$ cat config.mk
export PLATFORM = sky130hd
export DESIGN_NAME = access_point_table_top_two_top
export DESIGN_NICKNAME = d
export VERILOG_FILES = /design/src/sv/apt_pkg.sv /design/src/sv/apt_store.sv /design/src/sv/apt_cmp.sv /design/src/sv/access_point_table_top_two_top.sv
export VERILOG_INCLUDE_DIRS = /design/src /design/src/sv
export SDC_FILE = /design/constraint.sdc
export NUM_CORES = 1
export LEC_CHECK = 0
export BUFFER_PORTS_ARGS = -buffer_cell sky130_fd_sc_hd__buf_2
export CAP_MARGIN = 10
export CORE_MARGIN = 1.5
export CORE_UTILIZATION = 60
export DETAILED_ROUTE_END_ITERATION = 6
export PLACE_DENSITY_LB_ADDON = 0.15
export SLEW_MARGIN = 25
export SYNTH_ARGS = -nofsm -noshare
export SYNTH_HDL_FRONTEND = slang
export SYNTH_SLANG_ARGS = --single-unit
$ cat constraint.sdc
create_clock -name i_clk -period 8.1 [get_ports i_clk]
set_clock_uncertainty 0.1 [all_clocks]
set_input_delay 0.81 -clock i_clk [delete_from_list [all_inputs] [get_ports i_clk]]
set_output_delay 0.81 -clock i_clk [all_outputs]
set_load 0.05 [all_outputs]
$ cat src/sv/access_point_table_top_two_top_macros.svh
`ifndef ACCESS_POINT_TABLE_TOP_TWO_TOP_MACROS_SVH
`define ACCESS_POINT_TABLE_TOP_TWO_TOP_MACROS_SVH

// same-cycle implication, sampled on i_clk, off during reset
`define APT_ASSERT_NOW(lbl, ante, cons, msg) \
    lbl: assert property (@(posedge i_clk) disable iff (!i_rst_n) (ante) |-> (cons)) \
        else $error(msg);

// next-cycle implication, sampled on i_clk, off during reset
`define APT_ASSERT_NEXT(lbl, ante, cons, msg) \
    lbl: assert property (@(posedge i_clk) disable iff (!i_rst_n) (ante) |=> (cons)) \
        else $error(msg);

`endif

$ cat src/sv/apt_pkg.sv
package apt_pkg;

    localparam int MAX_ENTRIES = 16;
    localparam int ADDR_W      = $clog2(MAX_ENTRIES);
    localparam int CNT_W       = $clog2(MAX_ENTRIES + 1);

    localparam int MAC_W       = 48;
    localparam int STR_W       = 8;
    localparam int RSSI_W      = 11;
    localparam int STATUS_W    = 3;
    localparam int ECOUNT_W    = 5;
    localparam int BCOUNT_W    = 2;
    localparam int MCAST_BIT   = 40;

    localparam int S_TDATA_W   = 64;
    localparam int M_TDATA_W   = 104;

    localparam logic [STATUS_W-1:0] STAT_ADDED     = 3'd0;
    localparam logic [STATUS_W-1:0] STAT_RAISED    = 3'd1;
    localparam logic [STATUS_W-1:0] STAT_UNCHANGED = 3'd2;
    localparam logic [STATUS_W-1:0] STAT_FULL      = 3'd3;
    localparam logic [STATUS_W-1:0] STAT_MCAST     = 3'd4;
    localparam logic [STATUS_W-1:0] STAT_QUERY     = 3'd5;

    localparam logic [BCOUNT_W-1:0] BEST_NONE = 2'd0;
    localparam logic [BCOUNT_W-1:0] BEST_ONE  = 2'd1;
    localparam logic [BCOUNT_W-1:0] BEST_TWO  = 2'd2;

    typedef logic signed [STR_W-1:0] t_str;

    localparam t_str STR_MIN = t_str'(-128);
    localparam t_str STR_MAX = t_str'(127);
    localparam logic signed [RSSI_W-1:0] RSSI_LO = RSSI_W'(-128);
    localparam logic signed [RSSI_W-1:0] RSSI_HI = RSSI_W'(127);

    typedef struct packed {
        logic mac_eq;
        logic str_gt;
        logic ge_first;
        logic ge_second;
    } t_cmp;

    function automatic t_str sat_str(input logic signed [RSSI_W-1:0] raw);
        t_str r;
        if (raw < RSSI_LO) begin
            r = STR_MIN;
        end else if (raw > RSSI_HI) begin
            r = STR_MAX;
        end else begin
            r = t_str'(raw[STR_W-1:0]);
        end
        return r;
    endfunction

endpackage

$ cat src/sv/apt_store.sv
module apt_store (
    input  logic                        i_clk,
    input  logic                        i_we_mac,
    input  logic                        i_we_str,
    input  logic [apt_pkg::ADDR_W-1:0]  i_waddr,
    input  logic [apt_pkg::MAC_W-1:0]   i_wmac,
    input  apt_pkg::t_str               i_wstr,
    input  logic [apt_pkg::ADDR_W-1:0]  i_raddr,
    output logic [apt_pkg::MAC_W-1:0]   o_rmac,
    output apt_pkg::t_str               o_rstr
);
    import apt_pkg::*;

    logic [MAC_W-1:0] r_mac_mem [MAX_ENTRIES];
    t_str             r_str_mem [MAX_ENTRIES];

    always_ff @(posedge i_clk) begin
        if (i_we_mac) begin
            r_mac_mem[i_waddr] <= i_wmac;
        end
        if (i_we_str) begin
            r_str_mem[i_waddr] <= i_wstr;
        end
        o_rmac <= r_mac_mem[i_raddr];
        o_rstr <= r_str_mem[i_raddr];
    end

endmodule

$ cat src/sv/apt_cmp.sv
module apt_cmp (
    input  logic [apt_pkg::MAC_W-1:0] i_key_mac,
    input  apt_pkg::t_str             i_key_str,
    input  logic [apt_pkg::MAC_W-1:0] i_ent_mac,
    input  apt_pkg::t_str             i_ent_str,
    input  apt_pkg::t_str             i_first_s,
    input  apt_pkg::t_str             i_second_s,
    output apt_pkg::t_cmp             o_res
);
    import apt_pkg::*;

    always_comb begin
        o_res.mac_eq    = (i_key_mac == i_ent_mac);
        o_res.str_gt    = (i_key_str > i_ent_str);
        o_res.ge_first  = (i_ent_str >= i_first_s);
        o_res.ge_second = (i_ent_str >= i_second_s);
    end

endmodule

$ cat src/sv/access_point_table_top_two_top.sv
// Each item is taken in IDLE, scanned against the table in SCAN and put out from DONE;
// a multicast add dropped under unicast_only skips the scan, and a hit on an add ends it early.
// A new input beat is taken only in IDLE, once the last item has left DONE; the scan reads
// one entry per cycle through the single table read port; a held output beat stalls the input.
// Reset: i_rst_n synchronous, active low; clears the entry count, the sequencer,
// the output valid and unicast_only. Table contents stay undefined until written.
`include "access_point_table_top_two_top_macros.svh"

module access_point_table_top_two_top (
    input  logic                           i_clk,
    input  logic                           i_rst_n,
    input  logic                           i_cfg_valid,
    output logic                           o_cfg_ready,
    input  logic                           i_cfg_data,     // unicast_only
    input  logic                           i_s_axis_tvalid,
    output logic                           o_s_axis_tready,
    input  logic [apt_pkg::S_TDATA_W-1:0]  i_s_axis_tdata, // mac, rssi, zero pad
    input  logic [0:0]                     i_s_axis_tuser, // req_type
    output logic                           o_m_axis_tvalid,
    input  logic                           i_m_axis_tready,
    output logic [apt_pkg::M_TDATA_W-1:0]  o_m_axis_tdata, // entry_count, best_count,
                                                           // best_mac, second_mac, zero pad
    output logic [apt_pkg::STATUS_W-1:0]   o_m_axis_tuser  // status
);
    import apt_pkg::*;

    localparam logic [1:0] ST_IDLE = 2'd0;
    localparam logic [1:0] ST_SCAN = 2'd1;
    localparam logic [1:0] ST_DONE = 2'd2;

    logic [1:0]          r_state, n_state;
    logic                r_cfg_uni, n_cfg_uni;
    logic [CNT_W-1:0]    r_fill, n_fill;
    logic                r_pend, n_pend;
    logic                r_out_valid, n_out_valid;

    logic                r_req, n_req;
    logic [MAC_W-1:0]    r_mac, n_mac;
    t_str                r_str, n_str;
    logic [CNT_W-1:0]    r_idx, n_idx;
    logic [ADDR_W-1:0]   r_pend_idx, n_pend_idx;
    t_str                r_first_s, n_first_s;
    t_str                r_second_s, n_second_s;
    logic [MAC_W-1:0]    r_first_mac, n_first_mac;
    logic [MAC_W-1:0]    r_second_mac, n_second_mac;

    logic [STATUS_W-1:0] r_res_status, n_res_status;
    logic [BCOUNT_W-1:0] r_res_bcount, n_res_bcount;
    logic [MAC_W-1:0]    r_res_best, n_res_best;
    logic [MAC_W-1:0]    r_res_second, n_res_second;

    logic [STATUS_W-1:0] r_out_status, n_out_status;
    logic [ECOUNT_W-1:0] r_out_count, n_out_count;
    logic [BCOUNT_W-1:0] r_out_bcount, n_out_bcount;
    logic [MAC_W-1:0]    r_out_best, n_out_best;
    logic [MAC_W-1:0]    r_out_second, n_out_second;

    logic                we_mac;
    logic                we_str;
    logic [ADDR_W-1:0]   waddr;
    logic [MAC_W-1:0]    rd_mac;
    t_str                rd_str;
    t_cmp                cmp;

    logic [MAC_W-1:0]    in_mac;
    logic [RSSI_W-1:0]   in_rssi;
    logic                in_beat;

    assign in_mac  = i_s_axis_tdata[MAC_W-1:0];
    assign in_rssi = i_s_axis_tdata[MAC_W+RSSI_W-1:MAC_W];
    assign in_beat = i_s_axis_tvalid && o_s_axis_tready;

    apt_store u_store (
        .i_clk    (i_clk),
        .i_we_mac (we_mac),
        .i_we_str (we_str),
        .i_waddr  (waddr),
        .i_wmac   (r_mac),
        .i_wstr   (r_str),
        .i_raddr  (r_idx[ADDR_W-1:0]),
        .o_rmac   (rd_mac),
        .o_rstr   (rd_str)
    );

    apt_cmp u_cmp (
        .i_key_mac  (r_mac),
        .i_key_str  (r_str),
        .i_ent_mac  (rd_mac),
        .i_ent_str  (rd_str),
        .i_first_s  (r_first_s),
        .i_second_s (r_second_s),
        .o_res      (cmp)
    );

    assign o_cfg_ready     = 1'b1;
    assign o_s_axis_tready = (r_state == ST_IDLE);
    assign o_m_axis_tvalid = r_out_valid;
    assign o_m_axis_tuser  = r_out_status;
    assign o_m_axis_tdata  = {{(M_TDATA_W-ECOUNT_W-BCOUNT_W-2*MAC_W){1'b0}},
                              r_out_second, r_out_best, r_out_bcount, r_out_count};

    always_comb begin
        n_state      = r_state;
        n_cfg_uni    = r_cfg_uni;
        n_fill       = r_fill;
        n_pend       = r_pend;
        n_out_valid  = r_out_valid;
        n_req        = r_req;
        n_mac        = r_mac;
        n_str        = r_str;
        n_idx        = r_idx;
        n_pend_idx   = r_pend_idx;
        n_first_s    = r_first_s;
        n_second_s   = r_second_s;
        n_first_mac  = r_first_mac;
        n_second_mac = r_second_mac;
        n_res_status = r_res_status;
        n_res_bcount = r_res_bcount;
        n_res_best   = r_res_best;
        n_res_second = r_res_second;
        n_out_status = r_out_status;
        n_out_count  = r_out_count;
        n_out_bcount = r_out_bcount;
        n_out_best   = r_out_best;
        n_out_second = r_out_second;
        we_mac       = 1'b0;
        we_str       = 1'b0;
        waddr        = r_pend ? r_pend_idx : r_fill[ADDR_W-1:0];

        if (i_cfg_valid) begin
            n_cfg_uni = i_cfg_data;
        end
        if (r_out_valid && i_m_axis_tready) begin
            n_out_valid = 1'b0;
        end

        unique case (r_state)
            ST_IDLE: begin
                if (i_s_axis_tvalid) begin
                    n_req        = i_s_axis_tuser[0];
                    n_mac        = in_mac;
                    n_str        = sat_str(in_rssi);
                    n_idx        = '0;
                    n_pend       = 1'b0;
                    n_first_s    = STR_MIN;
                    n_second_s   = STR_MIN;
                    n_first_mac  = '0;
                    n_second_mac = '0;
                    n_res_bcount = BEST_NONE;
                    n_res_best   = '0;
                    n_res_second = '0;
                    if (!i_s_axis_tuser[0] && r_cfg_uni && in_mac[MCAST_BIT]) begin
                        n_res_status = STAT_MCAST;
                        n_state      = ST_DONE;
                    end else begin
                        n_state      = ST_SCAN;
                    end
                end
            end
            ST_SCAN: begin
                if (r_idx < r_fill) begin
                    n_idx      = r_idx + 1'b1;
                    n_pend     = 1'b1;
                    n_pend_idx = r_idx[ADDR_W-1:0];
                end else begin
                    n_pend     = 1'b0;
                end
                if (r_pend) begin
                    if (!r_req) begin
                        if (cmp.mac_eq) begin
                            if (cmp.str_gt) begin
                                we_str       = 1'b1;
                                n_res_status = STAT_RAISED;
                            end else begin
                                n_res_status = STAT_UNCHANGED;
                            end
                            n_pend  = 1'b0;
                            n_state = ST_DONE;
                        end
                    end else begin
                        priority if (cmp.ge_first) begin
                            n_second_s   = r_first_s;
                            n_second_mac = r_first_mac;
                            n_first_s    = rd_str;
                            n_first_mac  = rd_mac;
                        end else if (cmp.ge_second) begin
                            n_second_s   = rd_str;
                            n_second_mac = rd_mac;
                        end else begin
                            n_second_s   = r_second_s;
                        end
                    end
                end else if (r_idx >= r_fill) begin
                    n_state = ST_DONE;
                    if (!r_req) begin
                        if (r_fill == CNT_W'(MAX_ENTRIES)) begin
                            n_res_status = STAT_FULL;
                        end else begin
                            we_mac       = 1'b1;
                            we_str       = 1'b1;
                            n_fill       = r_fill + 1'b1;
                            n_res_status = STAT_ADDED;
                        end
                    end else begin
                        n_res_status = STAT_QUERY;
                        priority if (r_fill >= CNT_W'(2)) begin
                            n_res_bcount = BEST_TWO;
                            n_res_best   = r_first_mac;
                            n_res_second = r_second_mac;
                        end else if (r_fill == CNT_W'(1)) begin
                            n_res_bcount = BEST_ONE;
                            n_res_best   = r_first_mac;
                        end else begin
                            n_res_bcount = BEST_NONE;
                        end
                    end
                end
            end
            ST_DONE: begin
                if (!r_out_valid || i_m_axis_tready) begin
                    n_out_valid  = 1'b1;
                    n_out_status = r_res_status;
                    n_out_count  = ECOUNT_W'(r_fill);
                    n_out_bcount = r_res_bcount;
                    n_out_best   = r_res_best;
                    n_out_second = r_res_second;
                    n_state      = ST_IDLE;
                end
            end
            default: begin
                n_state = ST_IDLE;
            end
        endcase
    end

    always_ff @(posedge i_clk) begin
        if (!i_rst_n) begin
            r_state     <= ST_IDLE;
            r_cfg_uni   <= 1'b0;
            r_fill      <= '0;
            r_pend      <= 1'b0;
            r_out_valid <= 1'b0;
        end else begin
            r_state     <= n_state;
            r_cfg_uni   <= n_cfg_uni;
            r_fill      <= n_fill;
            r_pend      <= n_pend;
            r_out_valid <= n_out_valid;
        end
    end

    always_ff @(posedge i_clk) begin
        r_req        <= n_req;
        r_mac        <= n_mac;
        r_str        <= n_str;
        r_idx        <= n_idx;
        r_pend_idx   <= n_pend_idx;
        r_first_s    <= n_first_s;
        r_second_s   <= n_second_s;
        r_first_mac  <= n_first_mac;
        r_second_mac <= n_second_mac;
        r_res_status <= n_res_status;
        r_res_bcount <= n_res_bcount;
        r_res_best   <= n_res_best;
        r_res_second <= n_res_second;
        r_out_status <= n_out_status;
        r_out_count  <= n_out_count;
        r_out_bcount <= n_out_bcount;
        r_out_best   <= n_out_best;
        r_out_second <= n_out_second;
    end

    `APT_ASSERT_NOW(a_fill_bound, 1'b1, r_fill <= CNT_W'(MAX_ENTRIES), "fill count over depth")
    `APT_ASSERT_NEXT(a_busy_after_beat, in_beat, !o_s_axis_tready, "ready after input beat")
    `APT_ASSERT_NEXT(a_fill_step, we_mac, r_fill == $past(r_fill) + 1'b1, "no count step")
    `APT_ASSERT_NOW(a_append_room, we_mac, r_fill < CNT_W'(MAX_ENTRIES), "append into full table")
    `APT_ASSERT_NOW(a_append_scan, we_mac, r_state == ST_SCAN, "append outside scan")

endmodule

==> results.md <==
- CP cell instances: buf_4 > ha_1 > nand4_1 > nor3_1 > a221oi_2 > nor2_1 > nand2_1 > nor2_4 > buf_4
- Status: completed
- Asr flop ratio synth: 0%
- Initial DRC Count: 2333
- Top cells by area, synth: edfxtp_1 (76%), mux4_2 (12%), dfxtp_1 (2.6%)
- Fillcell total: ~5.1k
- Slowest CP cell: nor2_4
- Post-synthesis area per instance: around 22 um2
- Final ANT Viol Nets: 0
- Synth Register Bits: 1347
- Die X: 293 um
- Post-synth top cells: edfxtp_1 (1281), mux4_2 (280), and2_1 (151)
- Gr busiest metal: met2
- Power Total: between 15 and 20 mW
- Distinct cells, synth: 55
- Vias per cell: 6.10
- Rel. slew slack: between 30% and 40%
- Final Cycle Share: a little under three fifths
- RSZ-0062 raised after global routing: no
- Post-CTS setup buffers: 0
- Yosys warning count: 0
- CTS tree: done
- Yosys top cell area share: about three quarters
- Final Hold Fails: 0
- CTS Hold Buffers Added: 0
- Critical path required time: ~8300 ps
- Final setup viols: 0
- Largest area contributor in the netlist: edfxtp_1
- Top Family by Delay on Critical Path: simple AND/OR/NAND/NOR gates
- Total Neg Setup Slack: 0 ps
- Cell Rows: between 100 and 150
- CP peak stage delay: about 860 ps
- Largest net degree at the start of global routing: approximately 150
- Residual DRC count: 0
- Total number of vias: between 20k and 25k
- Worst-Skew Late Latency: approximately 730 ps
- Resize count post-CTS: 0
- CTS H-tree lvls: 4
- Most frequent CP cell: buf_4
- Leak: about 19 nW
- Die area: approximately 86000 um2
- Max frequency: 0.223 GHz
- GRT met2 Usage: 37.5%
- Met1 global-route usage: around a third
- Crit path time final: roughly 4500 ps
- Total GRT Usage: 24.1%
- Mapped Cells: roughly 2.4k
- VDD IR max: between 200 and 250 uV
- Slew @ Worst Pin: between 1000 and 1500 ps
- Worst Path Arrival: 4710 ps
- 1st-pass router iterations: 5
- NumNets Final: roughly 2.7k
- Slew Limit Fails: 0
- Core area: 83600 um2
- Synthesized Nets: between 2k and 2.5k
- Gpl congestion: about 0.8
- GR Layer Usage met3: under 10%
- Gr ovfl total: 0
- Tightest Hold Check Type: in2reg
- Number of flops mapped to enable cells by yosys: roughly 1.3k
- Buf/Inv on CP: 2
- Crit Path Class: reg2reg
- Power Density: 275 nW/um2
- Most frequent cell after synthesis: edfxtp_1
- Initial Util: between 60% and 70%
- Avg WL per Cell: around 27 um
- Top Ports: around 180
- Layout cells sized above 1: around a quarter
- Inserted Clock Buffers: between 100 and 150
- Root Buffer Master: clkbuf_16
- Clock slew at reported path FFs: ~60 ps
- Mapped cell area: approximately 51000 um2
- Area Overhead vs Synth: 13.0%
- Initial antenna violation count: 8
- CTS Buffer Depth: 3
- Via count of the first global-routing pass: 23.6k
- CTS sink count: approximately 1.3k
- Die Y: a little under 300 um
- PortBufs: roughly 170
- Startpoint Class: register
- CP max FO: 31
- Most used DFF post-synth: edfxtp_1
- First-pass GRT wire length: between 150 and 200 mm
- Hpwl dp: ~56 mm
- DRT Wirelength: 101 mm
- Max-cap violations: 0
- CP endpoint kind: register
- Post-synthesis sequential area ratio: around 79%
worst register-to-register path, stage by stage, from the launching register on:
cell	delay, ps
edfxtp_1	320
buf_4	620
ha_1	260
nand4_1	150
nor3_1	280
a221oi_2	150
nor2_1	360
nand2_1	330
nor2_4	870
buf_4	650
routing by layer:
metal  vias up  wire [um]  share of wire [%]
li1       9975          -                  -
met1     12000      41700                 41
met2       992      48500                 48
met3       135       8980                8.9
met4         2       2080                2.1
met5         -         16              0.016
through the flow:
step                cells  area, um2  worst slack (ps)  util (%)  hold WS (ps)
detailed placement   3542      52900              3610      63.3           305
floorplan            2350      50600              1890         -           300
global placement     3539      52800              3650      63.2           300
finish               3789      57200              3620      68.4           155
global route         3787      57200              3330      68.4           125
CTS                  3786      57100              3560      68.4           115
power by group:
part	internal [mW]	switching, mW
clock network	3.42	2.54
registers	8.01	0.320
logic	0.633	0.783
total	12.1	3.64
registers in the layout (all words and copies together), names as in the netlist, 3 cells and up:
name / count
r_first_mac: 48
r_pend_idx: 4
u_store.o_rstr: 8
r_out_second: 48
r_second_mac: 48
r_res_second: 48
r_out_best: 48
u_store.o_rmac: 48
r_fill: 5
u_store.r_mac_mem: 768
r_str: 8
r_out_count: 5
r_first_s: 8
r_res_status: 3
r_idx: 5
o_m_axis_tuser: 3
r_mac: 48
u_store.r_str_mem: 128
r_second_s: 8
r_res_best: 48
area by class of cell:
| cell class | count | area (um2) | share of cell area (%) |
|---|---|---|---|
| flip-flops and latches | 1347 | 39800 | 69.6 |
| clock buffers | 166 | 3550 | 6.20 |
| well taps | 1080 | 1350 | 2.36 |
| clock inverters | 78 | 688 | 1.20 |
| diodes | 2 | 5.00 | 0.00875 |
| inverters | 42 | 158 | 0.276 |
| repair buffers | 216 | 1290 | 2.25 |
| multi-input cells | 858 | 10300 | 18.1 |
cell usage in the layout (no fill, tap or decap), drive strengths merged, types with 3 or more instances in the layout:
cell type,count
edfxtp,1281
mux4,280
buf,216
clkbuf,166
and2,151
nor2,136
dfxtp,66
clkinv,57
mux2i,56
inv,48
xor2,45
ha,34
nand2,25
a21oi,18
nor4,12
bufinv,9
nand4,7
nor2b,7
nand3,6
nor3b,6
xnor2,6
clkinvlp,6
a21o,5
nor3,5
o21ai,5
a41oi,5
a31oi,5
nand2b,5
a21boi,5
o211ai,4
o22ai,3
final timing paths:
check                             endpoint  cells after the start               start  slack, ps
hold / removal                   r_mac[12]                      1  i_s_axis_tdata[12]        150
setup / recovery  u_store.r_mac_mem[4][47]                      9            r_idx[2]       3620
setup reg to reg  u_store.r_mac_mem[4][47]                      9            r_idx[2]       3620
hold reg to reg             r_out_best[42]                      0      r_res_best[42]        310
cells by family after synthesis:
family	count (synthesis)	share of synthesized area (%)
buf+inv	145	1.29
compound gates	69	1.01
mux	336	13.6
xor+xnor	51	0.883
other cells	2	0.0148
flops	1347	78.6
simple gates	366	3.76
fa+ha+maj	34	0.841
Note: power is estimated with default switching activity, not from simulation.
